[config.mk]
export PLATFORM = sky130hd
export DESIGN_NAME = ssi_cell
export DESIGN_NICKNAME = d
export VERILOG_FILES = /design/src/hw/rtl/ssi_pkg.sv /design/src/hw/rtl/ssi_cell.sv
export SDC_FILE = /design/constraint.sdc
export NUM_CORES = 1
export LEC_CHECK = 0
export BUFFER_PORTS_ARGS = -buffer_cell sky130_fd_sc_hd__buf_4
export CAP_MARGIN = 10
export CORE_ASPECT_RATIO = 1.5
export CORE_MARGIN = 1.5
export CORE_UTILIZATION = 35
export CTS_BUF_LIST = sky130_fd_sc_hd__clkbuf_16
export DETAILED_ROUTE_END_ITERATION = 10
export SYNTH_ARGS = -nofsm -noshare
export SYNTH_HDL_FRONTEND = slang
export SYNTH_SLANG_ARGS = --single-unit
[constraint.sdc]
create_clock -name clk_i -period 5.35 [get_ports clk_i]
set_clock_uncertainty 0.15 [all_clocks]
set_input_delay 0.535 -clock clk_i [delete_from_list [all_inputs] [get_ports clk_i]]
set_output_delay 0.535 -clock clk_i [all_outputs]
set_load 0.02 [all_outputs]
[src/hw/rtl/ssi_pkg.sv]
// Package for the sorted set insert block.
// Holds the value width, the entry-count output width, the token carried
// along the cell chain and the control state type. No dependencies.
`timescale 1ns / 1ps
`default_nettype none

package ssi_pkg;

  localparam int unsigned ValueW    = 32;
  localparam int unsigned CountOutW = 7;
  localparam int unsigned DefCapacity = 64;

  // Token that walks the chain, one cell per cycle.
  typedef struct packed {
    logic                     valid;  // token present on this link
    logic                     ins;    // insert mode (store not full)
    logic                     hit;    // value found among the entries
    logic                     carry;  // data still has to be placed or searched
    logic signed [ValueW-1:0] data;   // value being placed or a displaced entry
  } tok_t;

  typedef enum logic {
    ST_IDLE,
    ST_RUN
  } state_e;

endpackage

`default_nettype wire

[src/hw/rtl/ssi_cell.sv]
// One cell of the sorted set chain: holds a single entry and swaps it with
// a passing token when the token's value is smaller. Uses ssi_pkg.
`timescale 1ns / 1ps
`default_nettype none

module ssi_cell #(
  parameter int unsigned CntW = 7
) (
  input  wire logic               clk_i,
  input  wire logic               rst_ni,
  input  wire ssi_pkg::tok_t      tok_i,
  input  wire logic [CntW-1:0]    rem_i,
  output ssi_pkg::tok_t           tok_o,
  output logic [CntW-1:0]         rem_o
);

  logic signed [ssi_pkg::ValueW-1:0] entry_q, entry_d;
  ssi_pkg::tok_t                     tok_q, tok_d;
  logic [CntW-1:0]                   rem_q, rem_d;

  always_comb begin
    tok_d   = tok_i;
    rem_d   = rem_i;
    entry_d = entry_q;
    if (tok_i.valid && tok_i.carry) begin
      if (rem_i == '0) begin
        // first free slot: place the carried value
        if (tok_i.ins) begin
          entry_d     = tok_i.data;
          tok_d.carry = 1'b0;
        end
      end else begin
        rem_d = rem_i - CntW'(1);
        if (entry_q == tok_i.data) begin
          tok_d.hit   = 1'b1;
          tok_d.carry = 1'b0;
        end else if (tok_i.ins && (entry_q > tok_i.data)) begin
          // take the smaller value, hand the old entry up the chain
          entry_d    = tok_i.data;
          tok_d.data = entry_q;
        end
      end
    end
  end

  always_ff @(posedge clk_i or negedge rst_ni) begin
    if (!rst_ni) begin
      tok_q <= '0;
    end else begin
      tok_q <= tok_d;
    end
  end

  always_ff @(posedge clk_i) begin
    rem_q   <= rem_d;
    entry_q <= entry_d;
  end

  assign tok_o = tok_q;
  assign rem_o = rem_q;

endmodule

`default_nettype wire

==> run_results.csv <==
group,metric,value,unit
run_status,outcome,"complete, but fails checks",
run_status,violations,"hold timing",
pwr,peakVddDrop,162.0,uV
floorplan,ios,88,
yosys,synth_cells,432,
yosys,async_flop_share,48.00,%
cts,cts_resized,0,
sta,hold_viol,7,
finish,syn_to_final_growth,25.77,%
place,place_area,0.004985,mm2
yosys,synthFlopType,"dfrtp_1",
worst_setup_path,critPathCaptureType,"register",
yosys,yosysUniqueCellTypes,44,
global_routing,grt_pass1_vias,3424,
floorplan,die_y,137.3,um
worst_setup_path,crit_top_cell,"a21oi_1",
place,hpwl,7058,um
floorplan,die_w,92.54,um
sta,min_period_over_period,64.09,%
finish,layout.cells.non_filler,665,
cts,clk_latency,0.35,ns
sta,relSlewSlack,40.84,%
worst_setup_path,crit_required,5.43,ns
yosys,synth_edf_count,32,
sta,holdWs,-0.003798,ns
detailed_routing,antenna_left,0,
worst_setup_path,critPathMaxFanout,53,
yosys,ys_warn_count,0,
global_routing,grt_use_total,16.54,%
global_routing,grt_pass1_wl,16320,um
cts,post-cts-setup-buffer-count,0,
finish,post-route-cell-area,0.005294,mm2
pwr,p_per_area,296.2,mW/mm2
cts,clk_pin_slew,0.06,ns
worst_setup_path,crit_type,"reg -> reg",
yosys,avgSynthCellArea,9.743,um2
sta,slew_viol_final,0,
cts,cts-htree-levels,3,
sta,fin_crit,3.429,ns
min_path,min_path_type,"in -> async",
worst_setup_path,cp_cell_sequence,"ha_2 -> buf_4 -> a21oi_1 -> o21ai_0 -> a21oi_1 -> and2_1 -> nand3_1 -> mux2i_1 -> a211o_1",
cts,cts_tree,"yes",
cts,ctsRootBufferMaster,"clkbuf_16",
floorplan,initial_core_util,36.31,%
floorplan,core_area,0.01159,mm2
worst_setup_path,cp-start-kind,"register",
finish,drive_gt1_share,21.75,%
global_routing,grt_max_degree,54,
place,routabilityCongestion,0.8314,
yosys,yosysMostFrequentCell,"nand3_1",
sta,worstMarginPinSlew,0.8849,ns
yosys,netlist_top_cells_area,"edfxtp_1, dfrtp_1, ha_1",
detailed_routing,totalWireLength,10160,um
finish,layout.nets,588,
detailed_routing,wl_per_cell,15.28,um
place,dp.cells,649,
global_routing,grt_overflow,0,
worst_setup_path,slowest_stage,"nand3_1",
place,post-place-ws,1.721,ns
cts,cts_sinks,75,
worst_setup_path,crit_family,"simple AND/OR/NAND/NOR gates",
yosys,synth_commonest_cells,"nand3_1, nand2_1, inv_1",
pwr,power_leakage,2.419,nW
yosys,yosysTopAreaCell,"edfxtp_1",
cts,holdBufCountCts,0,
cts,cts_max_path_buffers,2,
detailed_routing,dr.pass1.iters,7,
cts,cts_buffers,9,
finish,antennaDiodeCount,0,
worst_setup_path,crit_buf_inv,1,
sta,fin_tns_setup,0,ns
job,drv_cap,0,
yosys,ys_seq_area_share,47.56,%
sta,grt_setup_unrepaired,"no",
yosys,syn_nets,510,
detailed_routing,drt_iter0_markers,172,
pwr,total_power,1.568,mW
worst_setup_path,worstPathArrival,3.51,ns
detailed_routing,drc,0,
yosys,synth_top_area_share,22.83,%
yosys,synth_seq_cells,75,
detailed_routing,via_per_inst,5.221,
global_routing,antenna_found_initial,0,
floorplan,dieArea,0.01271,mm2
sta,clock.fmax,291.6,MHz
yosys,synthesis.area,0.004209,mm2
detailed_routing,routed-via-count,3472,
place,port-buffer-count,87,
floorplan,num_rows,48,
sta,worst_slack,1.921,ns
worst_setup_path,slowest_delay,0.66,ns
sta,finalSetupViolCount,0,
-- metal layers --
layer / track usage [%] / vias to the layer above / routed length, um
li1: - / 1709 / -
met1: 19.02 / 1652 / 4233
met2: 28.19 / 97 / 5115
met3: 4.746 / 14 / 596
met4: 7.778 / 0 / 216
met5: 0 / - / 0
-- flip-flops by register name, indices dropped and copies added, names as in the netlist --
register,cells
entry_q,32
rem_o,7
tok_o,36
-- kinds of logic after synthesis --
group	after synthesis	share of synthesized area, %
AOI/OAI and AO/OA	88	14.60
xor gates and xnor gates	3	0.6244
adders and majority gates	33	9.810
buffers and inverters	63	6.124
DFF	75	47.56
muxes	15	3.567
and+or+nand+nor	155	17.72
-- worst paths after layout --
kind / depth (start not counted) / from / slack, ns / endpoint
max in group asynchronous: 1 / rst_ni / 4.72 / tok_o[2]$_DFF_PN0_
worst min register to register: 1 / entry_q[21]$_DFFE_PP_ / 0.40 / tok_o[21]$_DFF_PN0_
min in group clk_i: 1 / tok_i[34] / 0.17 / tok_o[34]$_DFF_PN0_
worst max-delay path: 9 / entry_q[31]$_DFFE_PP_ / 1.92 / tok_o[0]$_DFF_PN0_
worst min-delay path: 1 / rst_ni / -0.004 / tok_o[14]$_DFF_PN0_
worst max register to register: 9 / entry_q[31]$_DFFE_PP_ / 1.92 / tok_o[0]$_DFF_PN0_
-- power breakdown --
part | total (mW) | switching (mW) | internal [mW] | leakage, nW
clock network | 0.640 | 0.238 | 0.402 | 0.152
registers | 0.651 | 0.0132 | 0.638 | 0.761
logic | 0.277 | 0.161 | 0.116 | 1.51
-- metrics by stage --
stage	utilization, %	hold WS (ns)
3_3_place_gp	43.01	0.3752
5_1_grt	45.67	0.03749
6_report	45.67	-0.003798
4_1_cts	45.67	0.01898
2_1_floorplan	-	0.08941
3_5_place_dp	43.01	0.3843
-- layout make-up --
| class | instances | area (um2) |
|---|---|---|
| fill | 1096 | 6297 |
| sequential | 75 | 2002 |
| multi-input combinational | 294 | 1962 |
| timing repair buffer | 92 | 690.7 |
| clock buffer | 9 | 225.2 |
| tap | 150 | 187.7 |
| inverter | 38 | 142.6 |
| clock inverter | 7 | 83.83 |
-- cell usage in the layout, fill, tap and decap left out, types with 15 or more instances in the layout --
master,synthesis,layout
a211o_1,19,19
a21oi_1,33,33
buf_4,1,92
dfrtp_1,36,36
edfxtp_1,32,32
ha_1,33,32
inv_1,38,39
mux2i_1,15,15
nand2_1,48,48
nand3_1,55,55
nor2_1,29,29
No activity file was read; power rests on OpenSTA's default activity.
